File: config.mk
export PLATFORM = sky130hd
export DESIGN_NAME = circular_gap_interpolator_flat
export DESIGN_NICKNAME = d
export VERILOG_FILES = /design/src/rtl/core/cgi_pkg.sv /design/src/rtl/core/cgi_if.sv /design/src/rtl/core/cgi_ram.sv /design/src/rtl/core/cgi_div.sv /design/src/rtl/core/circular_gap_interpolator.sv /design/src/flat_wrapper.sv
export VERILOG_INCLUDE_DIRS = /design/src /design/src/rtl/core
export SDC_FILE = /design/constraint.sdc
export NUM_CORES = 2
export LEC_CHECK = 0
export ABC_AREA = 1
export BUFFER_PORTS_ARGS = -buffer_cell sky130_fd_sc_hd__buf_2
export CAP_MARGIN = 5
export CORE_MARGIN = 10
export CORE_UTILIZATION = 52
export CTS_BUF_LIST = sky130_fd_sc_hd__clkbuf_16
export DETAILED_ROUTE_END_ITERATION = 8
export PLACE_DENSITY = 0.7
export SYNTH_ARGS = -nofsm -noshare
export SYNTH_HDL_FRONTEND = slang
export SYNTH_SLANG_ARGS = --single-unit
File: constraint.sdc
create_clock -name clk_i -period 6.2 [get_ports clk_i]
set_input_delay 0.62 -clock clk_i [delete_from_list [all_inputs] [get_ports clk_i]]
set_output_delay 0.62 -clock clk_i [all_outputs]
set_load 0.05 [all_outputs]
File: src/rtl/core/circular_gap_interpolator_defines.svh
// Assertion helpers shared by the RTL files of the gap interpolator.
// Each macro expects clk_i and rst_ni in the scope where it is used.
`ifndef CIRCULAR_GAP_INTERPOLATOR_DEFINES_SVH
`define CIRCULAR_GAP_INTERPOLATOR_DEFINES_SVH

// Same-cycle implication.
`define CGI_ASSERT_IMP(lbl, ante, cons, msg) \
  lbl: assert property (@(posedge clk_i) disable iff (!rst_ni) (ante) |-> (cons)) \
    else $error(msg);

// Next-cycle implication.
`define CGI_ASSERT_NXT(lbl, ante, cons, msg) \
  lbl: assert property (@(posedge clk_i) disable iff (!rst_ni) (ante) |=> (cons)) \
    else $error(msg);

`endif

File: src/rtl/core/cgi_pkg.sv
package cgi_pkg;

  localparam int unsigned SLOTS       = 12;
  localparam int unsigned VALUE_WIDTH = 24;
  localparam int unsigned SLOT_W      = 4;
  localparam int unsigned IDX_W       = $clog2(SLOTS);
  // A blended numerator is at most (SLOTS-1) times a value in magnitude.
  localparam int unsigned NUM_W       = VALUE_WIDTH + IDX_W;
  localparam int unsigned MAG_W       = NUM_W - 1;
  localparam int unsigned DIGIT_W     = 4;
  localparam int unsigned DIV_DIGITS  = (MAG_W + DIGIT_W - 1) / DIGIT_W;
  localparam int unsigned QUO_W       = DIV_DIGITS * DIGIT_W;
  localparam int unsigned DCNT_W      = $clog2(DIV_DIGITS + 1);
  localparam int unsigned LANES       = 2;

  typedef logic [IDX_W-1:0]              idx_t;
  typedef logic [SLOTS-1:0]              mask_t;
  typedef logic signed [VALUE_WIDTH-1:0] value_t;
  typedef logic signed [NUM_W-1:0]       num_t;

  typedef enum logic {
    OP_LOAD   = 1'b0,
    OP_FINISH = 1'b1
  } op_e;

  typedef enum logic [2:0] {
    ST_IDLE,
    ST_RDA,
    ST_RDB,
    ST_MUL,
    ST_START,
    ST_DIV,
    ST_OUT
  } fsm_e;

  typedef struct packed {
    logic                   start;
    idx_t                   den;
    logic [LANES-1:0][NUM_W-1:0] num;
  } div_req_t;

  typedef struct packed {
    logic                             done;
    logic [LANES-1:0][VALUE_WIDTH-1:0] quot;
  } div_rsp_t;

  // Forward distance around the ring from one slot to another.
  function automatic idx_t ring_dist(idx_t from, idx_t to);
    int d;
    d = int'(to) - int'(from);
    if (d < 0) begin
      d = d + int'(SLOTS);
    end
    return idx_t'(d);
  endfunction

  // Nearest filled slot after t, going up and wrapping.
  function automatic idx_t next_filled(mask_t m, idx_t t);
    int   j;
    logic found;
    idx_t r;
    r     = t;
    found = 1'b0;
    for (int i = 1; i <= int'(SLOTS); i++) begin
      j = int'(t) + i;
      if (j >= int'(SLOTS)) begin
        j = j - int'(SLOTS);
      end
      if (!found && m[j]) begin
        r     = idx_t'(j);
        found = 1'b1;
      end
    end
    return r;
  endfunction

  // Nearest filled slot before t, going down and wrapping.
  function automatic idx_t prev_filled(mask_t m, idx_t t);
    int   j;
    logic found;
    idx_t r;
    r     = t;
    found = 1'b0;
    for (int i = 1; i <= int'(SLOTS); i++) begin
      j = int'(t) - i;
      if (j < 0) begin
        j = j + int'(SLOTS);
      end
      if (!found && m[j]) begin
        r     = idx_t'(j);
        found = 1'b1;
      end
    end
    return r;
  endfunction

endpackage

File: src/rtl/core/cgi_if.sv
interface cgi_in_if
  import cgi_pkg::*;
();
  logic                          valid;
  logic                          ready;
  logic                          operation;
  logic [SLOT_W-1:0]             slot;
  logic signed [VALUE_WIDTH-1:0] center_value;
  logic signed [VALUE_WIDTH-1:0] spread_value;

  modport source (output valid, operation, slot, center_value, spread_value, input ready);
  modport sink   (input valid, operation, slot, center_value, spread_value, output ready);
endinterface

interface cgi_out_if
  import cgi_pkg::*;
();
  logic                          valid;
  logic                          ready;
  logic [SLOT_W-1:0]             out_slot;
  logic signed [VALUE_WIDTH-1:0] out_center;
  logic signed [VALUE_WIDTH-1:0] out_spread;
  logic                          last;

  modport source (output valid, out_slot, out_center, out_spread, last, input ready);
  modport sink   (input valid, out_slot, out_center, out_spread, last, output ready);
endinterface

File: src/rtl/core/cgi_ram.sv
module cgi_ram #(
  parameter int unsigned WIDTH = 8,
  parameter int unsigned DEPTH = 16
) (
  input  logic                     clk_i,
  input  logic                     we_i,
  input  logic [$clog2(DEPTH)-1:0] waddr_i,
  input  logic [WIDTH-1:0]         wdata_i,
  input  logic [$clog2(DEPTH)-1:0] raddr_i,
  output logic [WIDTH-1:0]         rdata_o
);

  logic [WIDTH-1:0] mem_q [DEPTH];
  logic [WIDTH-1:0] rdata_q;

  always_ff @(posedge clk_i) begin
    if (we_i) begin
      mem_q[waddr_i] <= wdata_i;
    end
    rdata_q <= mem_q[raddr_i];
  end

  assign rdata_o = rdata_q;

endmodule

File: src/rtl/core/cgi_div.sv
`include "circular_gap_interpolator_defines.svh"

module cgi_div
  import cgi_pkg::*;
(
  input  logic     clk_i,
  input  logic     rst_ni,
  input  div_req_t req_i,
  output div_rsp_t rsp_o
);

  // Two lanes of a signed-by-small-unsigned divider, DIGIT_W quotient bits per cycle.
  logic [QUO_W-1:0]  quo_q [LANES];
  logic [QUO_W-1:0]  quo_d [LANES];
  logic [IDX_W-1:0]  rem_q [LANES];
  logic [IDX_W-1:0]  rem_d [LANES];
  logic              neg_q [LANES];
  logic              neg_d [LANES];
  idx_t              den_q;
  logic [DCNT_W-1:0] cnt_q;
  logic [DCNT_W-1:0] cnt_d;
  logic              done_q;
  logic              done_d;

  always_comb begin : div_step
    logic [NUM_W-1:0] num;
    logic [NUM_W-1:0] mag;
    logic [QUO_W-1:0] quo_t;
    logic [IDX_W:0]   part;
    logic [IDX_W-1:0] rem_t;
    num   = '0;
    mag   = '0;
    quo_t = '0;
    part  = '0;
    rem_t = '0;
    for (int l = 0; l < int'(LANES); l++) begin
      quo_d[l] = quo_q[l];
      rem_d[l] = rem_q[l];
      neg_d[l] = neg_q[l];
      if (req_i.start) begin
        num      = req_i.num[l];
        neg_d[l] = num[NUM_W-1];
        mag      = num[NUM_W-1] ? (NUM_W'(0) - num) : num;
        quo_d[l] = QUO_W'(mag[MAG_W-1:0]);
        rem_d[l] = '0;
      end else if (cnt_q != '0) begin
        quo_t = quo_q[l];
        rem_t = rem_q[l];
        for (int d = 0; d < int'(DIGIT_W); d++) begin
          part  = {rem_t, quo_t[QUO_W-1]};
          quo_t = {quo_t[QUO_W-2:0], 1'b0};
          if (part >= {1'b0, den_q}) begin
            part     = part - {1'b0, den_q};
            quo_t[0] = 1'b1;
          end
          rem_t = part[IDX_W-1:0];
        end
        quo_d[l] = quo_t;
        rem_d[l] = rem_t;
      end
    end
  end

  always_comb begin
    cnt_d  = cnt_q;
    done_d = done_q;
    if (req_i.start) begin
      cnt_d  = DCNT_W'(DIV_DIGITS);
      done_d = 1'b0;
    end else if (cnt_q != '0) begin
      cnt_d = cnt_q - 1'b1;
      if (cnt_q == DCNT_W'(1)) begin
        done_d = 1'b1;
      end
    end
  end

  always_ff @(posedge clk_i or negedge rst_ni) begin
    if (!rst_ni) begin
      cnt_q  <= '0;
      done_q <= 1'b0;
    end else begin
      cnt_q  <= cnt_d;
      done_q <= done_d;
    end
  end

  always_ff @(posedge clk_i) begin
    for (int l = 0; l < int'(LANES); l++) begin
      quo_q[l] <= quo_d[l];
      rem_q[l] <= rem_d[l];
      neg_q[l] <= neg_d[l];
    end
    if (req_i.start) begin
      den_q <= req_i.den;
    end
  end

  // The quotient takes the numerator's sign, which truncates toward zero.
  always_comb begin : div_out
    logic [QUO_W-1:0] qs;
    qs = '0;
    rsp_o.done = done_q;
    for (int l = 0; l < int'(LANES); l++) begin
      qs = neg_q[l] ? (QUO_W'(0) - quo_q[l]) : quo_q[l];
      rsp_o.quot[l] = qs[VALUE_WIDTH-1:0];
    end
  end

  `CGI_ASSERT_IMP(a_div_start_idle, req_i.start, cnt_q == '0, "divider restarted while busy")
  `CGI_ASSERT_IMP(a_div_done_idle, done_q, cnt_q == '0, "divider done while still running")
  `CGI_ASSERT_IMP(a_div_rem_range, cnt_q != '0, rem_q[0] < den_q, "divider remainder too large")

endmodule

File: src/rtl/core/circular_gap_interpolator.sv
// Circular gap interpolator.
// Input channel in_i: an item with operation load writes center_value and
// spread_value into the given slot and marks it filled; a slot beyond the
// table is dropped. An item with operation finish fills the gaps between
// filled slots by linear interpolation (quotient truncated toward zero),
// sends all slots 0..SLOTS-1 on out_o, last set on the final one, and then
// clears the table.
// A load is accepted in the idle state. During a finish the input is held off
// (ready low) until the last slot has been taken. A slot that was loaded, or
// any slot when fewer than two are filled, is read and sent out (states RDA,
// RDB, OUT); an interpolated slot also passes through MUL, START and DIV, where
// the two-lane divider produces DIGIT_W quotient bits per cycle.
// The slot values live in one synchronous RAM; a flop mask marks filled slots,
// and a slot whose bit is clear reads as zero, so reset and the clear after a
// finish take effect at once, with no sweep. A stalled receiver simply holds
// the current result; the walk resumes when it is taken.
`include "circular_gap_interpolator_defines.svh"

module circular_gap_interpolator
  import cgi_pkg::*;
(
  input  logic     clk_i,
  input  logic     rst_ni,
  cgi_in_if.sink   in_i,
  cgi_out_if.source out_o
);

  localparam int unsigned WORD_W = LANES * VALUE_WIDTH;

  fsm_e   state_q, state_d;
  idx_t   t_q, t_d;
  mask_t  mask_q, mask_d;
  logic   direct_q;
  logic   rd_vld_q;
  idx_t   wa_q, wb_q, den_q;
  value_t a_q   [LANES];
  value_t res_q [LANES];
  num_t   pa_q  [LANES];
  num_t   pb_q  [LANES];

  logic        ram_we;
  idx_t        ram_waddr;
  logic [WORD_W-1:0] ram_wdata;
  idx_t        ram_raddr;
  logic [WORD_W-1:0] ram_rdata;
  value_t      rd_val [LANES];

  idx_t  s_prev, e_next, src;
  logic  multi, hit, direct;
  logic  in_acc, out_acc, is_last, slot_ok;

  div_req_t div_req;
  div_rsp_t div_rsp;

  cgi_ram #(
    .WIDTH (WORD_W),
    .DEPTH (SLOTS)
  ) u_ram (
    .clk_i   (clk_i),
    .we_i    (ram_we),
    .waddr_i (ram_waddr),
    .wdata_i (ram_wdata),
    .raddr_i (ram_raddr),
    .rdata_o (ram_rdata)
  );

  cgi_div u_div (
    .clk_i  (clk_i),
    .rst_ni (rst_ni),
    .req_i  (div_req),
    .rsp_o  (div_rsp)
  );

  // Neighbors of the current slot in the ring of filled slots.
  assign s_prev  = prev_filled(mask_q, t_q);
  assign e_next  = next_filled(mask_q, t_q);
  assign multi   = |(mask_q & (mask_q - 1'b1));
  assign hit     = mask_q[t_q];
  assign direct  = hit || !multi;
  assign src     = hit ? t_q : e_next;

  assign in_acc  = in_i.valid && in_i.ready;
  assign out_acc = out_o.valid && out_o.ready;
  assign is_last = (t_q == IDX_W'(SLOTS - 1));
  assign slot_ok = (in_i.slot < SLOT_W'(SLOTS));

  // Cleared slots read as zero.
  assign rd_val[0] = rd_vld_q ? ram_rdata[WORD_W-1:VALUE_WIDTH] : '0;
  assign rd_val[1] = rd_vld_q ? ram_rdata[VALUE_WIDTH-1:0] : '0;

  always_comb begin
    state_d = state_q;
    unique case (state_q)
      ST_IDLE: begin
        if (in_acc && (in_i.operation == OP_FINISH)) begin
          state_d = ST_RDA;
        end
      end
      ST_RDA:   state_d = ST_RDB;
      ST_RDB:   state_d = direct_q ? ST_OUT : ST_MUL;
      ST_MUL:   state_d = ST_START;
      ST_START: state_d = ST_DIV;
      ST_DIV: begin
        if (div_rsp.done) begin
          state_d = ST_OUT;
        end
      end
      ST_OUT: begin
        if (out_acc) begin
          state_d = is_last ? ST_IDLE : ST_RDA;
        end
      end
      default: state_d = ST_IDLE;
    endcase
  end

  always_comb begin
    in_i.ready  = 1'b0;
    out_o.valid = 1'b0;
    ram_we      = 1'b0;
    ram_raddr   = e_next;
    div_req.start = 1'b0;
    unique case (state_q)
      ST_IDLE: begin
        in_i.ready = 1'b1;
        ram_we     = in_i.valid && (in_i.operation == OP_LOAD) && slot_ok;
      end
      ST_RDA:   ram_raddr = direct ? src : s_prev;
      ST_START: div_req.start = 1'b1;
      ST_OUT:   out_o.valid = 1'b1;
      default: begin
      end
    endcase
  end

  assign ram_waddr   = idx_t'(in_i.slot);
  assign ram_wdata   = {in_i.center_value, in_i.spread_value};
  assign div_req.den = den_q;
  assign div_req.num[0] = pa_q[0] + pb_q[0];
  assign div_req.num[1] = pa_q[1] + pb_q[1];

  always_comb begin
    mask_d = mask_q;
    t_d    = t_q;
    if (ram_we) begin
      mask_d[ram_waddr] = 1'b1;
    end
    if ((state_q == ST_OUT) && out_acc) begin
      if (is_last) begin
        mask_d = '0;
        t_d    = '0;
      end else begin
        t_d = t_q + 1'b1;
      end
    end
  end

  always_ff @(posedge clk_i or negedge rst_ni) begin
    if (!rst_ni) begin
      state_q <= ST_IDLE;
      t_q     <= '0;
      mask_q  <= '0;
    end else begin
      state_q <= state_d;
      t_q     <= t_d;
      mask_q  <= mask_d;
    end
  end

  always_ff @(posedge clk_i) begin
    rd_vld_q <= mask_q[ram_raddr];
    if (state_q == ST_RDA) begin
      direct_q <= direct;
      wa_q     <= ring_dist(t_q, e_next);
      wb_q     <= ring_dist(s_prev, t_q);
      den_q    <= ring_dist(s_prev, e_next);
    end
    for (int l = 0; l < int'(LANES); l++) begin
      if (state_q == ST_RDB) begin
        a_q[l] <= rd_val[l];
        if (direct_q) begin
          res_q[l] <= rd_val[l];
        end
      end
      if (state_q == ST_MUL) begin
        pa_q[l] <= num_t'(a_q[l]) * $signed({1'b0, wa_q});
        pb_q[l] <= num_t'(rd_val[l]) * $signed({1'b0, wb_q});
      end
      if ((state_q == ST_DIV) && div_rsp.done) begin
        res_q[l] <= div_rsp.quot[l];
      end
    end
  end

  assign out_o.out_slot   = SLOT_W'(t_q);
  assign out_o.out_center = res_q[0];
  assign out_o.out_spread = res_q[1];
  assign out_o.last       = is_last;

  `CGI_ASSERT_NXT(a_clear_after_last, out_acc && out_o.last, mask_q == '0, "mask kept after last slot")
  `CGI_ASSERT_IMP(a_one_at_a_time, in_i.ready, !out_o.valid, "input taken during a finish")
  `CGI_ASSERT_NXT(a_walk_order, out_acc && !out_o.last, t_q == $past(t_q) + 1'b1, "slot walk skipped")

endmodule

File: src/flat_wrapper.sv
// flat-port wrapper written by rule: the top's interface ports become plain ports
module circular_gap_interpolator_flat import cgi_pkg::*;
  (clk_i, rst_ni, in_i_valid, in_i_operation, in_i_slot, in_i_center_value, in_i_spread_value, in_i_ready, out_o_valid, out_o_out_slot, out_o_out_center, out_o_out_spread, out_o_last, out_o_ready);
  cgi_in_if in_i_i ();
  cgi_out_if out_o_i ();
  input  logic clk_i;
  input  logic rst_ni;
  input wire logic [$bits(in_i_i.valid)-1:0] in_i_valid;
  input wire logic [$bits(in_i_i.operation)-1:0] in_i_operation;
  input wire logic [$bits(in_i_i.slot)-1:0] in_i_slot;
  input wire logic [$bits(in_i_i.center_value)-1:0] in_i_center_value;
  input wire logic [$bits(in_i_i.spread_value)-1:0] in_i_spread_value;
  output wire logic [$bits(in_i_i.ready)-1:0] in_i_ready;
  output wire logic [$bits(out_o_i.valid)-1:0] out_o_valid;
  output wire logic [$bits(out_o_i.out_slot)-1:0] out_o_out_slot;
  output wire logic [$bits(out_o_i.out_center)-1:0] out_o_out_center;
  output wire logic [$bits(out_o_i.out_spread)-1:0] out_o_out_spread;
  output wire logic [$bits(out_o_i.last)-1:0] out_o_last;
  input wire logic [$bits(out_o_i.ready)-1:0] out_o_ready;
  assign in_i_i.valid = in_i_valid;
  assign in_i_i.operation = in_i_operation;
  assign in_i_i.slot = in_i_slot;
  assign in_i_i.center_value = in_i_center_value;
  assign in_i_i.spread_value = in_i_spread_value;
  assign in_i_ready = in_i_i.ready;
  assign out_o_valid = out_o_i.valid;
  assign out_o_out_slot = out_o_i.out_slot;
  assign out_o_out_center = out_o_i.out_center;
  assign out_o_out_spread = out_o_i.out_spread;
  assign out_o_last = out_o_i.last;
  assign out_o_i.ready = out_o_ready;
  circular_gap_interpolator u_core (.clk_i(clk_i), .rst_ni(rst_ni), .in_i(in_i_i), .out_o(out_o_i));
endmodule
Word-level counts from Yosys, hierarchy flattened
Memories as Yosys holds them, arrays and structs flattened. A register that Yosys moved wholly into a read port is not among the register bits.
Cells that the tools add are included.
{"block": "classes", "addsub": 71, "n_mul": 4, "div": 0, "order_cmp": 64, "eq_ne": 11, "n_shift": 0, "mux": 230, "bitwise_logic": 5, "reduce_logical": 61}
{"op": "$lt A32 B6 Y1 const B", "n": 24}
{"op": "$mux W32", "n": 24}
{"op": "$add A32 B5 Y32 const B", "n": 12}
{"op": "$ge A32 B5 Y1 const B", "n": 12}
{"op": "$lt A32 B1 Y1 const B", "n": 12}
{"op": "$sub A32 B5 Y32 const B", "n": 12}
{"op": "$mux W4", "n": 55}
{"op": "$mux W24", "n": 6}
{"op": "$mul A24 B5 Y28", "n": 4}
{"op": "$mux W28", "n": 4}
{"op": "$bmux W1 S4", "n": 26}
{"op": "$mux W1", "n": 102}
{"op": "$add A28 B28 Y28", "n": 2}
{"op": "$mux W27", "n": 2}
{"op": "$sub A1 B27 Y27 const A", "n": 2}
{"op": "$sub A1 B24 Y24 const A", "n": 2}
{"op": "$ge A5 B4 Y1", "n": 8}
{"op": "$mux W12", "n": 3}
{"op": "$sub A4 B4 Y4", "n": 8}
{"op": "$logic_and A1 B1 Y1", "n": 30}
{"op": "$add A4 B4 Y5 const B", "n": 5}
{"op": "$sub A4 B4 Y5 const B", "n": 5}
{"op": "$logic_not A1 Y1", "n": 23}
{"op": "$pmux W3 S7", "n": 1}
{"op": "other kinds (34)", "n": 62}
{"block": "totals", "register_bits": 41, "latch_bits": 0, "ramBits": 850, "romBits": 0, "inputBits": 57, "output_inout_bits": 55, "elab_cells": 465, "memories": 8}
{"memory": "u_core.u_ram.mem_q", "words": 12, "width": 48, "rd": 1, "rd_ports_with_merged_regs": 1, "write_ports": 1, "line_no": "cgi_ram.sv:13", "source": "logic [WIDTH-1:0] mem_q [DEPTH];"}
{"memory": "u_core.pa_q", "words": 2, "width": 28, "rd": 2, "rd_ports_with_merged_regs": 0, "write_ports": 2, "line_no": "circular_gap_interpolator.sv:38", "source": "num_t pa_q [LANES];"}
{"memory": "u_core.pb_q", "words": 2, "width": 28, "rd": 2, "rd_ports_with_merged_regs": 0, "write_ports": 2, "line_no": "circular_gap_interpolator.sv:39", "source": "num_t pb_q [LANES];"}
{"memory": "u_core.u_div.quo_q", "words": 2, "width": 28, "rd": 2, "rd_ports_with_merged_regs": 0, "write_ports": 2, "line_no": "cgi_div.sv:13", "source": "logic [QUO_W-1:0] quo_q [LANES];"}
{"memory": "u_core.a_q", "words": 2, "width": 24, "rd": 2, "rd_ports_with_merged_regs": 0, "write_ports": 2, "line_no": "circular_gap_interpolator.sv:36", "source": "value_t a_q [LANES];"}
{"memory": "u_core.res_q", "words": 2, "width": 24, "rd": 2, "rd_ports_with_merged_regs": 0, "write_ports": 2, "line_no": "circular_gap_interpolator.sv:37", "source": "value_t res_q [LANES];"}
{"memory": "+2 memories"}

Depth between registers and ports, before layout
{"block": "depth", "word_depth": 45, "mapped_depth": 39, "ltp_nobuf": 38}

Hierarchy
A second synthesis with hierarchy kept.
{"block": "hier_totals", "cells_unflattened": 6809, "area_unflattened_um2": 60141.4}
{"mod": "circular_gap_interpolator", "n_inst": 1, "cells_each": 3637, "area_each_um2": 28107.0, "seq_area_each_um2": 7131.8}
{"mod": "cgi_ram", "n_inst": 1, "cells_each": 2207, "area_each_um2": 24952.7, "seq_area_each_um2": 18257.5}
{"mod": "cgi_div", "n_inst": 1, "cells_each": 965, "area_each_um2": 7081.8, "seq_area_each_um2": 2102.0}

Worst setup path before layout
No wires, ideal clock.
{"block": "synth_path", "path_kind": "reg2reg", "startpoint": "register u_core.u_div.den_q[1]", "endpoint": "memory u_core.u_div.rem_q[0][1] (netlist name)", "setup_ns": 0.126, "arrival_time_ns": 5.761, "t_required_ns": 6.074, "slack_ns": 0.313, "stages_incl_launch_ff": 37, "n_path_buf": 0, "synth_period_minus_slack_ns": 5.887, "cell_sequence": "edfxtp_1 > inv_1 > ha_1 > a21oi_1 > nor2_1 > nor2_1 > nor2_1 > inv_1 > o211ai_1 > o21ai_0 > ha_1 > nand2_1 > nor2_1 > a211oi_1 > o21ai_0 > inv_1 > or2_2 > o21ai_0 > ha_1 > inv_1 > o21bai_1 > a21oi_1 > nand2_1 > a21oi_1 > nand3_1 > inv_1 > nand2_1 > o21ai_0 > ha_1 > a21oi_1 > inv_1 > o21a_1 > nor3b_1 > nand3_1 > inv_1 > o21ai_0 > o32ai_1"}
{"element": "start, declared", "line_no": "cgi_div.sv:19", "source": "idx_t den_q;"}
{"element": "start signal, assigned", "line_no": "cgi_div.sv:95", "source": "den_q <= req_i.den;"}
{"element": "end, declared", "line_no": "cgi_div.sv:15", "source": "logic [IDX_W-1:0] rem_q [LANES];"}

==> run metrics <==
DR pass1 iterations=7; root buffer cell=clkbuf_16; vias in the first global route=44300; CTS Buf Count=100; DIE WIDTH=359 microns; GP Congestion=0.931; total congestion overflow=0; Post-Synth XOR/XNOR Area=0.0340; via/cell ratio=5.42; post-route insts no fill=8535; Post-synth EDFFs=857; Adder-Cell Fraction of Synth Area=0.140; P per Cell Area=293 mW/mm^2; Crit path required time=6770 ps; Distinct cells, synth=59; NumNets Final=7534; Core Footprint=0.114 sq mm; area grow syn2layout=9.91%; area of the multi-input gates=0.0273 sq mm; hold endpoint=u_core.u_ram.mem_q[9][8]; Netlist Area Pre-Place=0.0597 sq mm; r2r startpoint=u_core.u_div.den_q[0]; post-synthesis mux area share=0.000168; Port Buffers=111; Reg2Reg Depth=35; DP HPWL=108000 microns; ANT nets after route=0; fin worst setup slack=539 ps; Clock Path Buffers=3; Hold Crit Class=in -> reg; critical path class=reg -> reg; share of cells above drive strength 1=0.0681; io pins=112; simple-gate share of the synthesized area=0.221; FMAX=0.177 GHz; Slew @ Worst Pin=1180 ps; clk_lat worst skew=720 ps; Tot GR Track Use=0.234; Main synth FF type=edfxtp_1; VDD IR-drop max=0.305 mV; initial antenna violation count=20; die area=0.129 sq mm; Routed Wire Length=155000 microns; Slew headroom=0.211; Critical Path Source=u_core.u_div.den_q[0]; Final Hold Vio Count=0; Reg2Reg Setup Slack=540 ps; top cell family by delay on the critical path=compound AO/OA/AOI/OAI gates; CP max-delay cell=edfxtp_1; largest family of logic cells by synthesized area=simple AND/OR/NAND/NOR gates; Pins Over Slew Limit=0; Hold Path Cell Cnt=1; WP buf/inv=6; Worst-path clk slew=60 ps; CTS tree=built; via count=46300; clock tree sinks=939; initial core utilization=0.523; Die Y=359 microns; Iteration-0 DRC Markers=4085; cell row count=124; worst hold start=in_i_spread_value[8]; sequential element share of the synthesized area=0.460; Tot Pwr=19.3 mW; Critical Path End Type=flip-flop; syn nets=7438; Post-Syn Instances=6836; leading cell type in the layout, fill and taps excluded=nand2_1; synth warn=0; drt drc=0; first-pass GRT wire length=244000 microns; reg2reg end=u_core.u_div.rem_q[0][4]; final setup vio count=0; Hold WS=221 ps; startpoint types=flip-flop; fillers=9903; ys async rst share=0.0245; post-synthesis compound-gate area fraction=0.0593; Reg area=0.0275 sq mm; most frequent cells in the layout=nand2_1, inv_1, edfxtp_1, nand3_1, nor2_1; Synth Area per Inst=8.74 sq um; Leakage=32.3 nW; status=finished, final reports clean; Clock Skews=45.1 ps; CP max FO=7; Max Cap Viol=0; Worst Path Arrival=6230 ps; H-Tree Depth=3; worst slack, placed=181 ps; FF+latch count, synth=939; Avg WL per Cell=18.1 microns; crit path time final=5660 ps; placed instance count=8336; Tcrit/Tclk final=0.913; pin count of the biggest net entering global routing=90; slowest stage delay, CP=420 ps; RSZ-0062 raised after global routing=true
-- layout make-up --
class | instances | area share
sequential | 939 | 0.419
multi-input combinational | 4622 | 0.416
inverter | 1037 | 0.0594
clock buffer | 101 | 0.0385
tap | 1512 | 0.0288
timing repair buffer | 232 | 0.0260
clock inverter | 88 | 0.0119
antenna | 4 | 0.000153
-- registers in the layout (all words and copies together), names as in the netlist --
signal                 flops
u_core.a_q                48
u_core.den_q               4
u_core.direct_q            1
u_core.mask_q             12
u_core.out_o.out_slot      4
u_core.pa_q               56
u_core.pb_q               56
u_core.rd_vld_q            1
u_core.res_q              48
u_core.state_q             3
u_core.u_div.cnt_q         3
u_core.u_div.den_q         4
u_core.u_div.done_q        1
u_core.u_div.neg_q         2
u_core.u_div.quo_q        56
u_core.u_div.rem_q         8
u_core.u_ram.mem_q       576
u_core.u_ram.rdata_o      48
u_core.wa_q                4
u_core.wb_q                4
-- metrics by stage --
step	util	setup TNS [ps]	area, sq um
final	0.575	0	65600
after detailed placement	0.545	0	62200
after floorplan	-	0	59700
after CTS	0.574	0	65500
after global routing	0.575	-146	65600
after global placement	0.545	0	62200
-- power by group --
group	internal (mW)	switching, mW	leakage, nW	total [mW]
sequential	7.16	0.152	8.71	7.31
clock	3.37	2.61	1.66	5.98
combinational	1.81	4.16	21.9	5.97
-- routing by layer --
metal	wire length [microns]	vias up	GRT usage
li1	-	22400	-
met1	67200	22200	0.313
met2	72700	1410	0.391
met3	10900	286	0.0373
met4	3840	22	0.0631
met5	133	-	0
-- logic make-up after synthesis --
| kind of cell | Yosys count |
|---|---|
| AND/OR/NAND/NOR | 3198 |
| buffers and inverters | 1275 |
| adder cells (fa/ha/maj) | 546 |
| XOR/XNOR | 232 |
| AO/OA/AOI/OAI | 645 |
| flip-flops | 939 |
| multiplexers | 1 |
-- timing repair --
| item | in CTS | in global routing |
|---|---|---|
| gates resized for setup | 0 | 20 |
| endpoints found under the hold margin | 23 | 0 |
| hold buffers | 1 | 0 |
| setup buffers | 0 | 5 |
| endpoints found under the setup margin | 0 | 10 |
-- cell usage after synthesis (4+ instances only) --
master / number / share of area
a21boi_0: 5 / 0.00063
nand3b_1: 15 / 0.0019
buf_2: 105 / 0.0088
buf_1: 14 / 0.00088
nand2_1: 2104 / 0.13
edfxtp_1: 857 / 0.43
o22ai_1: 42 / 0.0044
and2_1: 4 / 0.00042
a21o_1: 12 / 0.0015
o211ai_1: 24 / 0.0030
buf_6: 16 / 0.0030
inv_1: 1016 / 0.064
xor2_1: 173 / 0.025
nand2_4: 5 / 0.00094
nor3b_1: 4 / 0.00050
o21ai_1: 25 / 0.0021
a31oi_1: 13 / 0.0014
a211oi_1: 6 / 0.00075
nand4_1: 37 / 0.0039
or2_2: 9 / 0.00094
o2111ai_1: 4 / 0.00059
inv_2: 16 / 0.0010
o21bai_1: 14 / 0.0018
nand3_1: 563 / 0.047
dfrtp_1: 23 / 0.0096
a21oi_1: 229 / 0.019
xnor2_1: 59 / 0.0087
fa_1: 205 / 0.069
clkinv_1: 4 / 0.00025
clkbuf_1: 90 / 0.0057
o31ai_1: 4 / 0.00050
nor3_1: 59 / 0.0049
nor2_1: 364 / 0.023
o21ai_0: 248 / 0.021
nand2_2: 11 / 0.0012
ha_1: 340 / 0.071
dfxtp_1: 59 / 0.020
nor4_1: 6 / 0.00063
buf_4: 13 / 0.0016
-- worst max-delay path by stage --
| stage | endpoint | cells after the start |
|---|---|---|
| 6_report | u_core.u_div.rem_q[0][4] | 35 |
| 5_1_grt | u_core.u_div.rem_q[0][6] | 35 |
| 4_1_cts | u_core.u_div.rem_q[0][4] | 34 |
| 3_5_place_dp | u_core.u_div.rem_q[0][4] | 34 |
| 3_3_place_gp | u_core.u_div.rem_q[0][4] | 34 |
| 2_1_floorplan | u_core.u_div.rem_q[0][1] | 36 |
No activity file was read; power rests on OpenSTA's default activity.
